### config.mk
export PLATFORM = sky130hd
export DESIGN_NAME = fcl_out_buf
export DESIGN_NICKNAME = d
export VERILOG_FILES = /design/src/hdl/fcl_pkg.sv /design/src/hdl/fcl_out_buf.sv
export SDC_FILE = /design/constraint.sdc
export NUM_CORES = 1
export LEC_CHECK = 0
export BUFFER_PORTS_ARGS = -buffer_cell sky130_fd_sc_hd__buf_4
export CAP_MARGIN = 25
export CORE_MARGIN = 4
export CORE_UTILIZATION = 56
export DETAILED_ROUTE_END_ITERATION = 7
export PLACE_DENSITY = 0.9
export SYNTH_ARGS = -nofsm -noshare
export SYNTH_HDL_FRONTEND = slang
export SYNTH_SLANG_ARGS = --single-unit
export TNS_END_PERCENT = 1
### constraint.sdc
create_clock -name aclk -period 19.2 [get_ports aclk]
set_input_delay 0.96 -clock aclk [delete_from_list [all_inputs] [get_ports aclk]]
set_output_delay 0.96 -clock aclk [all_outputs]
set_load 0.05 [all_outputs]
### src/hdl/fcl_pkg.sv
// Shared types and constants of the FAT cluster locate unit.
package fcl_pkg;

    localparam int CLUSTER_W = 28;
    localparam int BYTES_W   = 32;
    localparam int SECTOR_W  = 32;
    localparam int OFFSET_W  = 15;
    localparam int ENTRY_W   = 28;
    localparam int SPC_W     = 8;
    localparam int BLOCK_W   = 13;
    localparam int BIAS_W    = 16;
    localparam int FS_W      = 2;
    localparam int CFG_IDX_W = 3;
    localparam int CFG_DATA_W = 32;

    // Bit position is cluster * 32 at most; the divider works on it after dropping three bits.
    localparam int POS_W  = CLUSTER_W + 5;
    localparam int POS8_W = POS_W - 3;

    localparam logic KIND_LOCATE  = 1'b0;
    localparam logic KIND_EXTRACT = 1'b1;

    localparam logic [FS_W-1:0] FS_FAT12 = 2'd0;
    localparam logic [FS_W-1:0] FS_FAT16 = 2'd1;
    localparam logic [FS_W-1:0] FS_FAT32 = 2'd2;

    localparam logic [11:0] ENTRY12_MASK = 12'h0FFF;

    typedef enum logic [CFG_IDX_W-1:0] {
        REG_FS_TYPE           = 3'd0,
        REG_FIRST_FAT_SECTOR  = 3'd1,
        REG_FIRST_DATA_SECTOR = 3'd2,
        REG_SECTORS_PER_CLUS  = 3'd3,
        REG_BLOCK_SIZE        = 3'd4,
        REG_CLUSTER_BIAS      = 3'd5
    } fcl_reg_idx_t;

    typedef struct packed {
        logic                 kind;
        logic [CLUSTER_W-1:0] cluster_number;
        logic [BYTES_W-1:0]   entry_bytes;
    } fcl_in_t;

    typedef struct packed {
        logic [SECTOR_W-1:0] fat_sector;
        logic [OFFSET_W-1:0] bit_offset;
        logic [SECTOR_W-1:0] data_sector;
        logic [ENTRY_W-1:0]  entry_value;
    } fcl_out_t;

    typedef struct packed {
        logic [FS_W-1:0]     fs_type;
        logic [SECTOR_W-1:0] first_fat_sector;
        logic [SECTOR_W-1:0] first_data_sector;
        logic [SPC_W-1:0]    sectors_per_cluster;
        logic [BLOCK_W-1:0]  block_size;
        logic [BIAS_W-1:0]   cluster_bias;
    } fcl_cfg_t;

    // Values that ride alongside the divider.
    typedef struct packed {
        logic                kind;
        logic [2:0]          pos_low;
        logic [SECTOR_W-1:0] product;
        logic [ENTRY_W-1:0]  entry;
    } fcl_side_t;

endpackage

### src/hdl/fcl_out_buf.sv
// Output register with a skid word so the pipeline keeps moving while a result waits.
module fcl_out_buf (
    input  logic                aclk,
    input  logic                aresetn,
    input  logic                in_valid,
    input  fcl_pkg::fcl_out_t   in_data,
    output logic                pipe_en,
    output logic                m_valid,
    input  logic                m_ready,
    output fcl_pkg::fcl_out_t   m_data
);
    import fcl_pkg::*;

    logic     m_valid_reg;
    logic     m_valid_next;
    fcl_out_t m_data_reg;
    fcl_out_t m_data_next;
    logic     skid_valid_reg;
    logic     skid_valid_next;
    fcl_out_t skid_data_reg;
    fcl_out_t skid_data_next;
    logic     out_free;

    // The pipeline only stalls once the skid word is occupied, so pipe_en comes from a flop.
    assign pipe_en  = !skid_valid_reg;
    assign out_free = !m_valid_reg || m_ready;
    assign m_valid  = m_valid_reg;
    assign m_data   = m_data_reg;

    always_comb begin
        m_valid_next    = m_valid_reg;
        m_data_next     = m_data_reg;
        skid_valid_next = skid_valid_reg;
        skid_data_next  = skid_data_reg;
        if (skid_valid_reg) begin
            if (out_free) begin
                m_valid_next    = 1'b1;
                m_data_next     = skid_data_reg;
                skid_valid_next = 1'b0;
            end
        end else if (in_valid) begin
            if (out_free) begin
                m_valid_next = 1'b1;
                m_data_next  = in_data;
            end else begin
                skid_valid_next = 1'b1;
                skid_data_next  = in_data;
            end
        end else if (m_ready) begin
            m_valid_next = 1'b0;
        end
    end

    always_ff @(posedge aclk) begin
        if (!aresetn) begin
            m_valid_reg    <= 1'b0;
            skid_valid_reg <= 1'b0;
        end else begin
            m_valid_reg    <= m_valid_next;
            skid_valid_reg <= skid_valid_next;
        end
    end

    always_ff @(posedge aclk) begin
        m_data_reg    <= m_data_next;
        skid_data_reg <= skid_data_next;
    end

endmodule

==> results.sh <==
export IMPL_yosysSeqAreaShare=0.779
export IMPL_combPwrFrac=0.123
export IMPL_period_minus_slack_ns=3.15
export IMPL_ant_nets=0
export IMPL_finalHoldViolCount=0
export IMPL_post_place_ws_ns=15.57
export IMPL_drc_errors=0
export IMPL_insertedDiodeCount=0
export IMPL_post_route_period_util=0.164
export IMPL_routed_wl_um=16000
export IMPL_dp_cells=737
export IMPL_fin_ws_ns=16.05
export IMPL_htreeDepth=1
export IMPL_placed_area_um2=10000
export IMPL_drive_gt1_frac=0.613
export IMPL_end_kind="register"
export IMPL_io_pins=220
export IMPL_vias=4031
export IMPL_cts_hold_buf=0
export IMPL_grt_start_max_net_pins=81
export IMPL_synth_area_leaders="edfxtp_1 77%, mux2_4 18%, buf_12 2.4%, mux2_2 1.2%, dfxtp_1 0.48%"
export IMPL_cts_tree="done"
export IMPL_drt_iter0_drc=283
export IMPL_arrival_ns=3.26
export IMPL_row_count=44
export IMPL_pwr_share_clk=0.374
export IMPL_clk_latency_ns=0.48
export IMPL_avgRoutedWirePerCell_um=20.5
export IMPL_synth_cell_types=13
export IMPL_final_fill_count=870
export IMPL_outcome="complete, no violations"
export IMPL_fp_dieW_um=130
export IMPL_grt_pass1_vias=4318
export IMPL_start_util=0.571
export IMPL_core_area_um2=14500
export IMPL_dieHeight_um=130
export IMPL_via_per_inst=5.17
export IMPL_cts_buffers=22
export IMPL_fmax_mhz=317
export IMPL_worstPathRequired_ns=19.30
export IMPL_grt_pass1_wl_um=23600
export IMPL_grt_ovfl_total=0
export IMPL_timing_reg2reg_setup_slack_ns=16.05
export IMPL_pwr_share_seq=0.503
export IMPL_setup_viol=0
export IMPL_cts_num_sinks=216
export IMPL_critPathMaxFanout=72
export IMPL_rsz0062_at_grt="no"
export IMPL_critical_path_class="register to register"
export IMPL_startpoint_type="register"
export IMPL_totalPowerFinal_mw=1.10
export IMPL_place_congestion=0.792
export IMPL_fin_cells=779
export IMPL_ir_worst_vdd_mv=0.0811
export IMPL_die_area_um2=16800
export IMPL_syn_inst=342
export IMPL_yosys_warnings=0
export IMPL_cts_root_buf="clkbuf_16"
export IMPL_cts_setup_buffers=0
export IMPL_cellPowerDensity_nw_per_um2=102
export IMPL_avgSynthCellArea_um2=24.3
export IMPL_leakagePower_nw=4.19
export IMPL_syn_area_um2=8300
export IMPL_synth_top_cell_area_share=0.774
export IMPL_timing_final_max_slew_violations=0
export IMPL_drtPass1Iterations=4
export IMPL_switchingPower_mw=0.255
export IMPL_finalClockSkew_ns=0.00851
export IMPL_hp_class="register to register"
export IMPL_cts_buffer_depth=3
export IMPL_hpwl_um=10500
export IMPL_design_area_um2=10800
export IMPL_area_growth_pct=29.5
export IMPL_port_buffers=219
export IMPL_cts_resized=0
export IMPL_synth_top_area_cell="edfxtp_1"
export IMPL_register_area_um2=6470
export IMPL_multi_input_area_um2=1620
export IMPL_synth_seq_cells=216
export IMPL_synth_nets=453
export IMPL_grtUsageTotal=0.181
export IMPL_nNetsFinal=690
export IMPL_slew_headroom=0.324
export IMPL_switching_share=0.233
export IMPL_antenna_found_initial=0
export IMPL_drv_cap=0
export IMPL_setup_tns_final_ns=0
export IMPL_worst_pin_slew_ns=1.01
export IMPL_p_int_mw=0.842
export IMPL_cts_clk_slew_worst_paths_ns=0.06
## worst paths after layout
path | start | to | cells after the start
min | skid_data_reg[91] | m_data[91] | 1
max | skid_valid_reg | m_data[96] | 3
max reg2reg | skid_valid_reg | m_data[96] | 3
min reg2reg | skid_data_reg[91] | m_data[91] | 1
## Yosys cell counts
cell type	n
nor2b_1	1
buf_12	10
nand2b_1	1
nor2_1	1
mux2_4	98
a21boi_0	1
mux2_2	9
nor3b_1	2
edfxtp_1	214
buf_8	1
dfxtp_1	2
inv_1	1
buf_4	1
## power groups by stage
stage	clock network [mW]	registers (mW)	logic [mW]
2_1_floorplan	0	0.618	0.0312
3_3_place_gp	0	0.562	0.131
3_5_place_dp	0	0.563	0.134
4_1_cts	0.419	0.553	0.135
5_1_grt	0.440	0.554	0.141
6_report	0.411	0.552	0.135
## worst max-delay path: stages (launching register included)
cell and delay [ns]:
dfxtp_4 0.73, nor2_1 0.25, nor2b_4 0.83, buf_4 0.85
## layer usage
layer,share of wire,global-route usage,up-vias
met2,0.52,0.309,161
met3,0.083,0.0483,26
met5,0,0,-
li1,-,-,1832
met4,0.020,0.0495,0
met1,0.38,0.231,2012
## kinds of logic after synthesis
| kind of cell | count (synthesis) | synth area share |
|---|---|---|
| mux | 107 | 0.189 |
| buf+inv | 13 | 0.0273 |
| simple gates | 5 | 0.00377 |
| flops | 216 | 0.779 |
| compound gates | 1 | 0.000904 |
## placed cells by master, fill, tap and decap left out
cell	count
buf_4	223
edfxtp_1	214
mux2_4	98
clkbuf_16	23
mux2_2	9
clkinv_1	5
clkbuf_1	5
clkinv_2	4
bufinv_16	2
inv_1	1
nor2_1	1
nand2b_1	1
nor2b_4	1
nor3b_2	1
nor3b_1	1
a21boi_0	1
clkinvlp_4	1
buf_16	1
buf_12	1
dfxtp_1	1
dfxtp_4	1
## area by class of cell
cell class                 count  area share
sequential                   216       0.602
timing repair buffer         225       0.160
multi-input combinational    113       0.151
clock buffer                  28      0.0553
tap                          184      0.0214
clock inverter                12     0.00989
inverter                       1    0.000349
## stage by stage
step	utilization	hold slack, ns
6_report	0.740	0.544
3_5_place_dp	0.688	0.534
3_3_place_gp	0.688	0.529
5_1_grt	0.740	0.556
4_1_cts	0.736	0.546
2_1_floorplan	-	0.523
Power figures use the tool's default switching activity.
