===== config.mk =====
export PLATFORM = sky130hd
export DESIGN_NAME = fcl_cfg_regs
export DESIGN_NICKNAME = d
export VERILOG_FILES = /design/src/hdl/fcl_pkg.sv /design/src/hdl/fcl_cfg_regs.sv
export SDC_FILE = /design/constraint.sdc
export NUM_CORES = 1
export LEC_CHECK = 0
export BUFFER_PORTS_ARGS = -buffer_cell sky130_fd_sc_hd__buf_2
export CAP_MARGIN = 20
export CORE_ASPECT_RATIO = 1.75
export CORE_MARGIN = 8
export CORE_UTILIZATION = 30
export DETAILED_ROUTE_END_ITERATION = 7
export PLACE_DENSITY = 0.54
export SYNTH_ARGS = -nofsm -noshare
export SYNTH_HDL_FRONTEND = slang
export SYNTH_SLANG_ARGS = --single-unit
export TNS_END_PERCENT = 10

===== constraint.sdc =====
create_clock -name aclk -period 2.5 [get_ports aclk]
set_clock_uncertainty 0.1 [all_clocks]
set_input_delay 0.375 -clock aclk [delete_from_list [all_inputs] [get_ports aclk]]
set_output_delay 0.375 -clock aclk [all_outputs]
set_load 0.1 [all_outputs]

===== src/hdl/fcl_pkg.sv =====
// Shared types and constants of the FAT cluster locate unit.
package fcl_pkg;

    localparam int CLUSTER_W = 28;
    localparam int BYTES_W   = 32;
    localparam int SECTOR_W  = 32;
    localparam int OFFSET_W  = 15;
    localparam int ENTRY_W   = 28;
    localparam int SPC_W     = 8;
    localparam int BLOCK_W   = 13;
    localparam int BIAS_W    = 16;
    localparam int FS_W      = 2;
    localparam int CFG_IDX_W = 3;
    localparam int CFG_DATA_W = 32;

    // Bit position is cluster * 32 at most; the divider works on it after dropping three bits.
    localparam int POS_W  = CLUSTER_W + 5;
    localparam int POS8_W = POS_W - 3;

    localparam logic KIND_LOCATE  = 1'b0;
    localparam logic KIND_EXTRACT = 1'b1;

    localparam logic [FS_W-1:0] FS_FAT12 = 2'd0;
    localparam logic [FS_W-1:0] FS_FAT16 = 2'd1;
    localparam logic [FS_W-1:0] FS_FAT32 = 2'd2;

    localparam logic [11:0] ENTRY12_MASK = 12'h0FFF;

    typedef enum logic [CFG_IDX_W-1:0] {
        REG_FS_TYPE           = 3'd0,
        REG_FIRST_FAT_SECTOR  = 3'd1,
        REG_FIRST_DATA_SECTOR = 3'd2,
        REG_SECTORS_PER_CLUS  = 3'd3,
        REG_BLOCK_SIZE        = 3'd4,
        REG_CLUSTER_BIAS      = 3'd5
    } fcl_reg_idx_t;

    typedef struct packed {
        logic                 kind;
        logic [CLUSTER_W-1:0] cluster_number;
        logic [BYTES_W-1:0]   entry_bytes;
    } fcl_in_t;

    typedef struct packed {
        logic [SECTOR_W-1:0] fat_sector;
        logic [OFFSET_W-1:0] bit_offset;
        logic [SECTOR_W-1:0] data_sector;
        logic [ENTRY_W-1:0]  entry_value;
    } fcl_out_t;

    typedef struct packed {
        logic [FS_W-1:0]     fs_type;
        logic [SECTOR_W-1:0] first_fat_sector;
        logic [SECTOR_W-1:0] first_data_sector;
        logic [SPC_W-1:0]    sectors_per_cluster;
        logic [BLOCK_W-1:0]  block_size;
        logic [BIAS_W-1:0]   cluster_bias;
    } fcl_cfg_t;

    // Values that ride alongside the divider.
    typedef struct packed {
        logic                kind;
        logic [2:0]          pos_low;
        logic [SECTOR_W-1:0] product;
        logic [ENTRY_W-1:0]  entry;
    } fcl_side_t;

endpackage


===== src/hdl/fcl_cfg_regs.sv =====
// Configuration registers and the effective block size derived from them.
module fcl_cfg_regs #(
    parameter int MAX_BLOCK_BYTES = 4096,
    parameter int EBW             = 13
) (
    input  logic                              aclk,
    input  logic                              aresetn,
    input  logic                              cfg_valid,
    output logic                              cfg_ready,
    input  logic [fcl_pkg::CFG_IDX_W-1:0]     cfg_index,
    input  logic [fcl_pkg::CFG_DATA_W-1:0]    cfg_data,
    output fcl_pkg::fcl_cfg_t                 cfg,
    output logic [EBW-1:0]                    block_eff
);
    import fcl_pkg::*;

    fcl_cfg_t       cfg_reg;
    fcl_cfg_t       cfg_next;
    logic [EBW-1:0] block_eff_reg;
    logic [EBW-1:0] block_eff_next;

    assign cfg_ready = 1'b1;
    assign cfg       = cfg_reg;
    assign block_eff = block_eff_reg;

    always_comb begin
        cfg_next = cfg_reg;
        if (cfg_valid) begin
            unique case (cfg_index)
                REG_FS_TYPE:           cfg_next.fs_type = cfg_data[FS_W-1:0];
                REG_FIRST_FAT_SECTOR:  cfg_next.first_fat_sector = cfg_data[SECTOR_W-1:0];
                REG_FIRST_DATA_SECTOR: cfg_next.first_data_sector = cfg_data[SECTOR_W-1:0];
                REG_SECTORS_PER_CLUS:  cfg_next.sectors_per_cluster = cfg_data[SPC_W-1:0];
                REG_BLOCK_SIZE:        cfg_next.block_size = cfg_data[BLOCK_W-1:0];
                REG_CLUSTER_BIAS:      cfg_next.cluster_bias = cfg_data[BIAS_W-1:0];
                default:               cfg_next = cfg_reg;
            endcase
        end
    end

    // A zero block size counts as one byte; large sizes clamp to the supported maximum.
    always_comb begin
        if (cfg_reg.block_size == '0) begin
            block_eff_next = EBW'(1);
        end else if (32'(cfg_reg.block_size) > 32'(MAX_BLOCK_BYTES)) begin
            block_eff_next = EBW'(MAX_BLOCK_BYTES);
        end else begin
            block_eff_next = EBW'(cfg_reg.block_size);
        end
    end

    always_ff @(posedge aclk) begin
        if (!aresetn) begin
            cfg_reg.fs_type             <= FS_FAT16;
            cfg_reg.first_fat_sector    <= 32'd1;
            cfg_reg.first_data_sector   <= 32'd1;
            cfg_reg.sectors_per_cluster <= 8'd8;
            cfg_reg.block_size          <= 13'd512;
            cfg_reg.cluster_bias        <= 16'd2;
        end else begin
            cfg_reg <= cfg_next;
        end
    end

    always_ff @(posedge aclk) begin
        block_eff_reg <= block_eff_next;
    end

endmodule


==> impl_metrics.sql <==
INSERT INTO impl_metrics (metric_group, metric, value, unit) VALUES
('outcome', 'status', 'completed', ''),
('layout', 'mostFrequentLayoutCells', 'sky130_fd_sc_hd__nand2_1 (157), sky130_fd_sc_hd__buf_2 (152), sky130_fd_sc_hd__dfxtp_1 (116), sky130_fd_sc_hd__a21boi_1 (47), sky130_fd_sc_hd__nand3_1 (41)', ''),
('routing', 'detail-route-antenna-nets', '0', ''),
('timing', 'clock_period_minus_worst_slack', '2.00', 'ns'),
('timing', 'slew_viol_final', '0', ''),
('clock_network', 'cts_max_path_buffers', '2', ''),
('synthesis', 'synth_fp_nets', '519', ''),
('routing', 'via_count', '3779', ''),
('routing', 'drt-total-wl', '13300', 'um'),
('timing', 'timing.fmax', '499', 'MHz'),
('power', 'pwr_density_cell', '847', 'mW/mm^2'),
('routing', 'met2_length', '6970', 'um'),
('layout', 'nNetsFinal', '659', ''),
('timing', 'setup_repair_after_global_routing_missed_its_margin', 'false', ''),
('clock_network', 'worstSkewPairLatency', '0.40', 'ns'),
('placement', 'port_buffers', '153', ''),
('routing', 'met3RoutedLength', '821', 'um'),
('worst_setup_path', 'critPathLaunchType', 'flip-flop', ''),
('clock_network', 'cts_tree', 'built', ''),
('timing', 'setup_viol_count_final', '0', ''),
('timing', 'min_period_over_period', '80.2', '%'),
('synthesis', 'post_synthesis_adder_cell_area_fraction', '0', '%'),
('power', 'power', '4.77', 'mW'),
('worst_setup_path', 'worst-endpoint-arrival', '1.53', 'ns'),
('floorplan', 'core_area', '0.0138', 'sq mm'),
('clock_network', 'cts_num_sinks', '116', ''),
('synthesis', 'synthesized_netlist_cell_count', '481', ''),
('placement', 'place_congestion', '0.758', ''),
('floorplan', 'chipWidth', '105', 'um'),
('layout', 'layout.cell_area.non_filler', '0.00563', 'sq mm'),
('placement', 'dp_hpwl', '9850', 'um'),
('worst_setup_path', 'cp.required', '2.03', 'ns'),
('worst_setup_path', 'depth_of_the_worst_register_to_register_path', '3', ''),
('routing', 'drt-wirelength-per-cell', '16.4', 'um'),
('synthesis', 'compound_cell_area_share_of_the_yosys_netlist', '15.2', '%'),
('global_routing', 'grt_pass1_vias', '3869', ''),
('layout', 'drive_gt1_share', '30.0', '%'),
('synthesis', 'yosysUniqueCellTypes', '23', ''),
('clock_network', 'root_buffer_selected_by_cts', 'sky130_fd_sc_hd__clkbuf_16', ''),
('synthesis', 'post_synth_xor_area_fraction', '0', '%'),
('synthesis', 'synth-seq-area-share', '55.7', '%'),
('worst_setup_path', 'buffer_and_inverter_count_on_the_worst_path', '1', ''),
('synthesis', 'synth_top_family_by_area', 'simple AND/OR/NAND/NOR gates', ''),
('clock_network', 'cts_hold_repair.buffers', '0', ''),
('floorplan', 'design.die.area', '0.0181', 'sq mm'),
('worst_setup_path', 'reg2reg_setup_slack', '1.41', 'ns'),
('routing', 'detail_route.wirelength.met1', '5050', 'um'),
('synthesis', 'synth_seq_cells', '116', ''),
('floorplan', 'ioPinCount', '155', ''),
('layout', 'number_of_flip_flops_under_the_largest_register_name', '103', ''),
('clock_network', 'post-cts-setup-buffers', '0', ''),
('synthesis', 'synth.largest_area_cell', 'sky130_fd_sc_hd__dfxtp_1', ''),
('worst_setup_path', 'family_with_the_most_delay_on_the_worst_path', 'flip-flops', ''),
('timing', 'worst_slew_margin_rel', '53.8', '%'),
('synthesis', 'synthTopCellsByArea', 'sky130_fd_sc_hd__dfxtp_1 (56%), sky130_fd_sc_hd__nand2_1 (14%), sky130_fd_sc_hd__a21boi_1 (8.5%), sky130_fd_sc_hd__nand3_1 (4.9%), sky130_fd_sc_hd__o21ai_0 (3.7%)', ''),
('worst_setup_path', 'critical_path.max_fanout', '15', ''),
('synthesis', 'synth-warning-count', '0', ''),
('synthesis', 'synth.area.mux_share', '0.960', '%'),
('synthesis', 'netlist.area_leader.share', '55.7', '%'),
('routing', 'route.top_layer_used', 'met4', ''),
('global_routing', 'first_pass_grt_wire_length', '20600', 'um'),
('worst_setup_path', 'critical_path.reg2reg.startpoint', 'cfg[17]', ''),
('layout', 'mostFrequentLayoutCell', 'sky130_fd_sc_hd__nand2_1', ''),
('layout', 'area.growth.synth_to_final', '35.0', '%'),
('synthesis', 'post_synthesis_simple_gate_area_fraction', '23.8', '%'),
('floorplan', 'floorplan.initialDensity', '30.3', '%'),
('worst_hold_path', 'min-delay-path-class', 'in2reg', ''),
('worst_setup_path', 'worst_path_max_delay_cell', 'sky130_fd_sc_hd__dfxtp_1', ''),
('routing', 'post-route-drc-count', '0', ''),
('worst_hold_path', 'hold_path_depth', '3', ''),
('placement', 'instance_area_at_placement', '0.00507', 'sq mm');
per-layer routing:
layer  up-vias  track usage (%)
met2       127             26.4
met1      1758             14.3
met3        29             5.04
met4         0             8.80
li1       1865                -
met5         -                0
cell usage after synthesis, drive strengths merged:
cell type  count
and4bb         2
dfxtp        116
buf           25
clkbuf        15
a21boi        58
nor4           2
a31oi          1
nand4b         2
and4b          1
nand3         41
nand2        157
nor4b          1
nor2b         12
nor2           1
o21ai         38
conb           1
mux2i          4
nand4bb        3
nor3           1
final cells by class:
class                   instances  area [sq um]
clock buffers                  23           478
clock inverters                 5          77.6
fillers                      1415          8140
multi-input cells             325          1690
flip-flops and latches        116          2320
well taps                     177           221
repair buffers                161           841
metrics by stage:
stage / setup WS, ns / cells / hold WS (ns)
after floorplan: 0.795 / 481 / 0.399
after global placement: 0.497 / 779 / 0.340
after detailed placement: 0.438 / 779 / 0.342
after CTS: 0.457 / 807 / 0.101
after global routing: 0.422 / 807 / 0.121
final: 0.496 / 807 / 0.122
path summary, 6_finish.rpt:
check | end
max | cfg[28]
min | cfg[95]
max reg2reg | block_eff[0]
min reg2reg | cfg[99]
kinds of logic after synthesis:
group,Yosys count
AOI/OAI and AO/OA,97
buffers and inverters,40
DFF,116
muxes,4
other,1
and+or+nand+nor,223
power by group:
part / internal, mW / total [mW] / switching [mW] / leakage [nW]
registers: 1.89 / 1.92 / 0.0227 / 0.939
clock network: 1.52 / 2.30 / 0.781 / 0.271
logic: 0.104 / 0.553 / 0.449 / 1.30
total: 3.52 / 4.77 / 1.25 / 2.51
Power figures use the tool's default switching activity.
