==> src/hdl/fcl_pkg.sv <==
// Shared types and constants of the FAT cluster locate unit.
package fcl_pkg;

    localparam int CLUSTER_W = 28;
    localparam int BYTES_W   = 32;
    localparam int SECTOR_W  = 32;
    localparam int OFFSET_W  = 15;
    localparam int ENTRY_W   = 28;
    localparam int SPC_W     = 8;
    localparam int BLOCK_W   = 13;
    localparam int BIAS_W    = 16;
    localparam int FS_W      = 2;
    localparam int CFG_IDX_W = 3;
    localparam int CFG_DATA_W = 32;

    // Bit position is cluster * 32 at most; the divider works on it after dropping three bits.
    localparam int POS_W  = CLUSTER_W + 5;
    localparam int POS8_W = POS_W - 3;

    localparam logic KIND_LOCATE  = 1'b0;
    localparam logic KIND_EXTRACT = 1'b1;

    localparam logic [FS_W-1:0] FS_FAT12 = 2'd0;
    localparam logic [FS_W-1:0] FS_FAT16 = 2'd1;
    localparam logic [FS_W-1:0] FS_FAT32 = 2'd2;

    localparam logic [11:0] ENTRY12_MASK = 12'h0FFF;

    typedef enum logic [CFG_IDX_W-1:0] {
        REG_FS_TYPE           = 3'd0,
        REG_FIRST_FAT_SECTOR  = 3'd1,
        REG_FIRST_DATA_SECTOR = 3'd2,
        REG_SECTORS_PER_CLUS  = 3'd3,
        REG_BLOCK_SIZE        = 3'd4,
        REG_CLUSTER_BIAS      = 3'd5
    } fcl_reg_idx_t;

    typedef struct packed {
        logic                 kind;
        logic [CLUSTER_W-1:0] cluster_number;
        logic [BYTES_W-1:0]   entry_bytes;
    } fcl_in_t;

    typedef struct packed {
        logic [SECTOR_W-1:0] fat_sector;
        logic [OFFSET_W-1:0] bit_offset;
        logic [SECTOR_W-1:0] data_sector;
        logic [ENTRY_W-1:0]  entry_value;
    } fcl_out_t;

    typedef struct packed {
        logic [FS_W-1:0]     fs_type;
        logic [SECTOR_W-1:0] first_fat_sector;
        logic [SECTOR_W-1:0] first_data_sector;
        logic [SPC_W-1:0]    sectors_per_cluster;
        logic [BLOCK_W-1:0]  block_size;
        logic [BIAS_W-1:0]   cluster_bias;
    } fcl_cfg_t;

    // Values that ride alongside the divider.
    typedef struct packed {
        logic                kind;
        logic [2:0]          pos_low;
        logic [SECTOR_W-1:0] product;
        logic [ENTRY_W-1:0]  entry;
    } fcl_side_t;

endpackage

==> src/hdl/fcl_divider.sv <==
// Pipelined restoring divider, one quotient bit per stage, with a sideband word.
module fcl_divider #(
    parameter int DIV_W = 13
) (
    input  logic                           aclk,
    input  logic                           aresetn,
    input  logic                           en,
    input  logic                           in_valid,
    input  logic [fcl_pkg::POS8_W-1:0]     in_dividend,
    input  fcl_pkg::fcl_side_t             in_side,
    input  logic [DIV_W-1:0]               divisor,
    output logic                           out_valid,
    output logic [fcl_pkg::POS8_W-1:0]     out_quot,
    output logic [DIV_W-1:0]               out_rem,
    output fcl_pkg::fcl_side_t             out_side
);
    import fcl_pkg::*;

    localparam int N = POS8_W;

    logic              vld_reg  [N];
    logic [DIV_W-1:0]  rem_reg  [N];
    logic [N-1:0]      quot_reg [N];
    logic [N-1:0]      dvd_reg  [N];
    fcl_side_t         side_reg [N];

    for (genvar k = 0; k < N; k++) begin : g_stage
        logic             v_in;
        logic [DIV_W-1:0] rem_in;
        logic [N-1:0]     q_in;
        logic [N-1:0]     d_in;
        fcl_side_t        s_in;
        logic [DIV_W:0]   shifted;
        logic             ge;
        logic [DIV_W:0]   diff;
        logic [DIV_W-1:0] rem_next;
        logic [N-1:0]     q_next;

        if (k == 0) begin : g_first
            assign v_in   = in_valid;
            assign rem_in = '0;
            assign q_in   = '0;
            assign d_in   = in_dividend;
            assign s_in   = in_side;
        end else begin : g_rest
            assign v_in   = vld_reg[k-1];
            assign rem_in = rem_reg[k-1];
            assign q_in   = quot_reg[k-1];
            assign d_in   = dvd_reg[k-1];
            assign s_in   = side_reg[k-1];
        end

        always_comb begin
            shifted  = {rem_in, d_in[N-1-k]};
            ge       = (shifted >= {1'b0, divisor});
            diff     = shifted - {1'b0, divisor};
            rem_next = ge ? diff[DIV_W-1:0] : shifted[DIV_W-1:0];
            q_next   = q_in;
            q_next[N-1-k] = ge;
        end

        always_ff @(posedge aclk) begin
            if (!aresetn) begin
                vld_reg[k] <= 1'b0;
            end else if (en) begin
                vld_reg[k] <= v_in;
            end
        end

        always_ff @(posedge aclk) begin
            if (en) begin
                rem_reg[k]  <= rem_next;
                quot_reg[k] <= q_next;
                dvd_reg[k]  <= d_in;
                side_reg[k] <= s_in;
            end
        end
    end

    assign out_valid = vld_reg[N-1];
    assign out_quot  = quot_reg[N-1];
    assign out_rem   = rem_reg[N-1];
    assign out_side  = side_reg[N-1];

endmodule

==> config.mk <==
export PLATFORM = sky130hd
export DESIGN_NAME = fcl_divider
export DESIGN_NICKNAME = d
export VERILOG_FILES = /design/src/hdl/fcl_pkg.sv /design/src/hdl/fcl_divider.sv
export SDC_FILE = /design/constraint.sdc
export NUM_CORES = 2
export LEC_CHECK = 0
export BUFFER_PORTS_ARGS = -buffer_cell sky130_fd_sc_hd__buf_2
export CAP_MARGIN = 0
export CORE_MARGIN = 2
export CORE_UTILIZATION = 58
export CTS_BUF_LIST = sky130_fd_sc_hd__clkbuf_2 sky130_fd_sc_hd__clkbuf_4 sky130_fd_sc_hd__clkbuf_8
export CTS_CLUSTER_SIZE = 28
export DETAILED_ROUTE_END_ITERATION = 8
export HOLD_SLACK_MARGIN = 0.12
export PLACE_DENSITY = 0.77
export SYNTH_ARGS = -nofsm -noshare
export SYNTH_HDL_FRONTEND = slang
export SYNTH_MEMORY_MAX_BITS = 65536
export SYNTH_SLANG_ARGS = --single-unit
==> constraint.sdc <==
create_clock -name aclk -period 3.3 [get_ports aclk]
set_input_delay 0.33 -clock aclk [delete_from_list [all_inputs] [get_ports aclk]]
set_output_delay 0.33 -clock aclk [all_outputs]
set_load 0.02 [all_outputs]
==> results_dict.tcl <==
set metrics [dict create \
    timing.critical_path.to_type "flip-flop" \
    post_synth_fa_ha_maj_area_fraction_pct 4.46 \
    cap_violations 0 \
    final.fill_count 12700 \
    synth_edf_count 3239 \
    cts_max_path_buffers 4 \
    starting_utilization_of_the_core_area_pct 58.4 \
    syn_nets 6766 \
    comb_power_share_pct 22.6 \
    power_density_mw_per_mm2 801 \
    hold-worst-slack_ps 290 \
    grt_pass1_wl_um 297000 \
    grt_max_degree 158 \
    hold_start "divisor[12]" \
    worst_ir_drop_vdd_mv 0.458 \
    timing.final.ws_setup_ps 274 \
    cp-start-kind "flip-flop" \
    clock_power_share_pct 28.2 \
    place.port_buffers 218 \
    placeableCoreArea_mm2 0.205 \
    regArea_mm2 0.0973 \
    synthesis.area_mm2 0.119 \
    unrepaired_setup_endpoints_after_global_routing "no" \
    slew_headroom_pct 45.8 \
    power.switching_uw 29300 \
    synth_top_family_by_area "compound AO/OA/AOI/OAI gates" \
    r2r_start "dvd_reg[0][289]" \
    layout-drive-gt1-share_pct 18.7 \
    critical_path_arrival_ps 3820 \
    routed-via-count 55200 \
    areaGrowthSynthToFinish_pct 14.7 \
    slew_violations 0 \
    drtPass1Iterations 7 \
    place.gp.congestion 0.844 \
    finClkSkew_ps 85.3 \
    grt_util_all_layers_pct 18.0 \
    synth_async_sr_flop_share_pct 0 \
    antenna_left 0 \
    yosysSeqAreaShare_pct 81.5 \
    post-place-ws_ps 26.7 \
    setup_viol 0 \
    chipHeight_um 458 \
    largest_register_ff_count 1920 \
    dieArea_mm2 0.210 \
    initialDrtViolationCount 4032 \
    setup_total_neg_slack_ps 0 \
    power_leakage_uw 0.0495 \
    drt-total-wl_um 188000 \
    internal_power_uw 80300 \
    vias_in_the_first_global_route 56000 \
    clock_tree.htree_level_count 5 \
    clock_latency_ps 1100 \
    power.share.switching_pct 26.8 \
    synthDistinctLibCells 81 \
    fmax_mhz 330 \
    syn-mean-instance-area_um2 19.1 \
    synthesized_area_fraction_occupied_by_and_or_nand_nor_cells_pct 3.54 \
    post_cts_resized 0 \
    synth_warnings 0 \
    final_min_period_over_clock_period_pct 91.7 \
    synth.ff_latch_count 3240 \
    die_width_um 458 \
    area_of_the_multi_input_gates_mm2 0.0211 \
    critPathMaxFanout 14 \
    io-pin-count 219 \
    final_net_count 7803 \
    synth-xor-area-share_pct 1.53 \
    synthCells 6247 \
    worst_pin_slew_ps 813 \
    synth-compound-area-share_pct 5.19 \
    dpl-instance-area_mm2 0.126 \
    dpl.cell_count 9277 \
    tritoncts_num_sinks 3240 \
    criticalPathCategory "reg2reg" \
    synth_ff_type "sky130_fd_sc_hd__edfxtp_1" \
    layoutNonFillerInstCount 10300 \
    post-dp-hpwl_um 111000 \
    finalWorstPathRequiredPeriod_ps 3030 \
    finalHoldViolations 0 \
    core.rowCount 166 \
    cp_data_required_time_ps 4090 \
    final_area_mm2 0.137 \
    route.detailed.vias_per_inst 5.34 \
    run_status "finished, final reports clean" \
    cts_tree "built" \
    hold_path_class "in2reg" \
    antenna_found_initial 5 \
    p_seq_share_pct 49.2 \
    residual_drc_count 0 \
    post_synthesis_mux_area_share_pct 2.95 \
    avgRoutedWirePerCell_um 18.1 \
    global_route.overflow_total 0 \
    startpoint "dvd_reg[0][289]" \
    number_of_buffers_inserted_during_clock_tree_synthesis 488 \
    clk_pin_slew_ps 70 \
    clockRootBuffer "sky130_fd_sc_hd__clkbuf_8" \
]
==> routing by layer <==
metal	routed length [um]	track usage, %	up-vias	part of all wire (%)
li1	-	-	26700	-
met1	84500	25.4	26800	45
met2	88200	28.0	1425	47
met3	10200	3.72	368	5.4
met4	4840	6.57	0	2.6
met5	0	0	-	0
==> critical path, cell delays in order (launching register included) <==
cell	delay, ps
sky130_fd_sc_hd__edfxtp_1	420
sky130_fd_sc_hd__inv_1	70
sky130_fd_sc_hd__ha_1	200
sky130_fd_sc_hd__fa_1	420
sky130_fd_sc_hd__nor2b_1	120
sky130_fd_sc_hd__o21ai_0	160
sky130_fd_sc_hd__a211oi_1	380
sky130_fd_sc_hd__o2111ai_1	180
sky130_fd_sc_hd__a31oi_1	230
sky130_fd_sc_hd__buf_4	240
sky130_fd_sc_hd__mux2_2	350
==> path summary, 6_finish.rpt <==
check	end	slack, ps	depth (start not counted)
worst min-delay path	rem_reg[1][181]	290	6
worst min register to register	quot_reg[0][323]	340	0
worst max register to register	rem_reg[0][135]	270	10
worst max-delay path	rem_reg[0][135]	270	10
==> power groups by stage <==
stage,Clock [uW],Combinational (uW),Sequential (uW)
after floorplan,0,18400,53800
after global placement,0,23500,54700
after detailed placement,0,24200,54800
after CTS,31800,24600,54000
after global routing,33600,27500,54400
final,30900,24700,54000
==> metrics by stage <==
step	utilization, %	power, uW
6_report	66.9	110000
5_1_grt	66.9	116000
4_1_cts	66.9	110000
3_5_place_dp	61.4	78900
3_3_place_gp	61.4	78100
2_1_floorplan	-	72200
==> layout make-up <==
cell class,instances,area share [%]
multi-input combinational,2766,15.4
clock inverter,217,1.00
tap,2688,2.46
inverter,175,0.481
timing repair buffer,613,3.87
clock buffer,636,5.75
sequential,3240,71.0
antenna,4,0.00731
==> cell families after synthesis <==
kind of cell / count (synthesis)
DFF: 3240
AOI/OAI and AO/OA: 964
and+or+nand+nor: 869
adders and majority gates: 408
muxes: 316
buffers and inverters: 241
xor gates and xnor gates: 209
==> timing repair <==
item                                    CTS  global route
setup endpoints to repair                 0             0
hold buffers                            205             0
buffers inserted                          0             0
endpoints found under the hold margin  2068             0
==> layout by cell type, fill, tap and decap left out, types with 17 or more instances in the layout <==
cell,n
sky130_fd_sc_hd__a211oi_1,24
sky130_fd_sc_hd__a21boi_0,41
sky130_fd_sc_hd__a21o_1,78
sky130_fd_sc_hd__a21oi_1,277
sky130_fd_sc_hd__a31oi_1,40
sky130_fd_sc_hd__and2_1,21
sky130_fd_sc_hd__and3_1,43
sky130_fd_sc_hd__buf_12,58
sky130_fd_sc_hd__buf_2,217
sky130_fd_sc_hd__buf_4,133
sky130_fd_sc_hd__clkbuf_4,140
sky130_fd_sc_hd__clkbuf_8,496
sky130_fd_sc_hd__clkinv_1,120
sky130_fd_sc_hd__clkinv_2,70
sky130_fd_sc_hd__dlygate4sd3_1,205
sky130_fd_sc_hd__edfxtp_1,3239
sky130_fd_sc_hd__fa_1,29
sky130_fd_sc_hd__ha_1,379
sky130_fd_sc_hd__inv_1,173
sky130_fd_sc_hd__mux2_2,241
sky130_fd_sc_hd__mux2i_1,63
sky130_fd_sc_hd__nand2_1,145
sky130_fd_sc_hd__nand2b_1,48
sky130_fd_sc_hd__nand3_1,40
sky130_fd_sc_hd__nand4_1,37
sky130_fd_sc_hd__nor2_1,308
sky130_fd_sc_hd__nor2b_1,113
sky130_fd_sc_hd__nor3_1,60
sky130_fd_sc_hd__o211ai_1,17
sky130_fd_sc_hd__o21a_1,90
sky130_fd_sc_hd__o21ai_0,199
sky130_fd_sc_hd__o31a_1,26
sky130_fd_sc_hd__o31ai_1,52
sky130_fd_sc_hd__xnor2_1,139
sky130_fd_sc_hd__xor2_1,70
==> Yosys cell counts (all sizes together), types with 6 or more instances <==
cell,count,area [um2]
a2111oi,7,61.3
a211o,12,105
a211oi,26,205
a21boi,42,315
a21o,78,586
a21oi,279,1400
a221oi,7,61.3
a31oi,41,263
and2,21,131
and3,43,269
buf,33,245
clkbuf,33,124
edfxtp,3239,97300
fa,29,581
ha,379,4740
inv,175,659
mux2,253,2890
mux2i,63,631
nand2,145,544
nand2b,48,300
nand3,40,200
nand3b,6,45.0
nand4,37,231
nor2,308,1160
nor2b,113,707
nor3,61,310
nor4,11,68.8
o211ai,17,128
o21a,90,676
o21ai,214,1070
o221a,6,67.6
o221ai,7,61.3
o311ai,15,131
o31a,26,228
o31ai,53,412
or2,11,68.8
or3,10,62.6
xnor2,139,1220
xor2,70,613
Power figures use the tool's default switching activity.
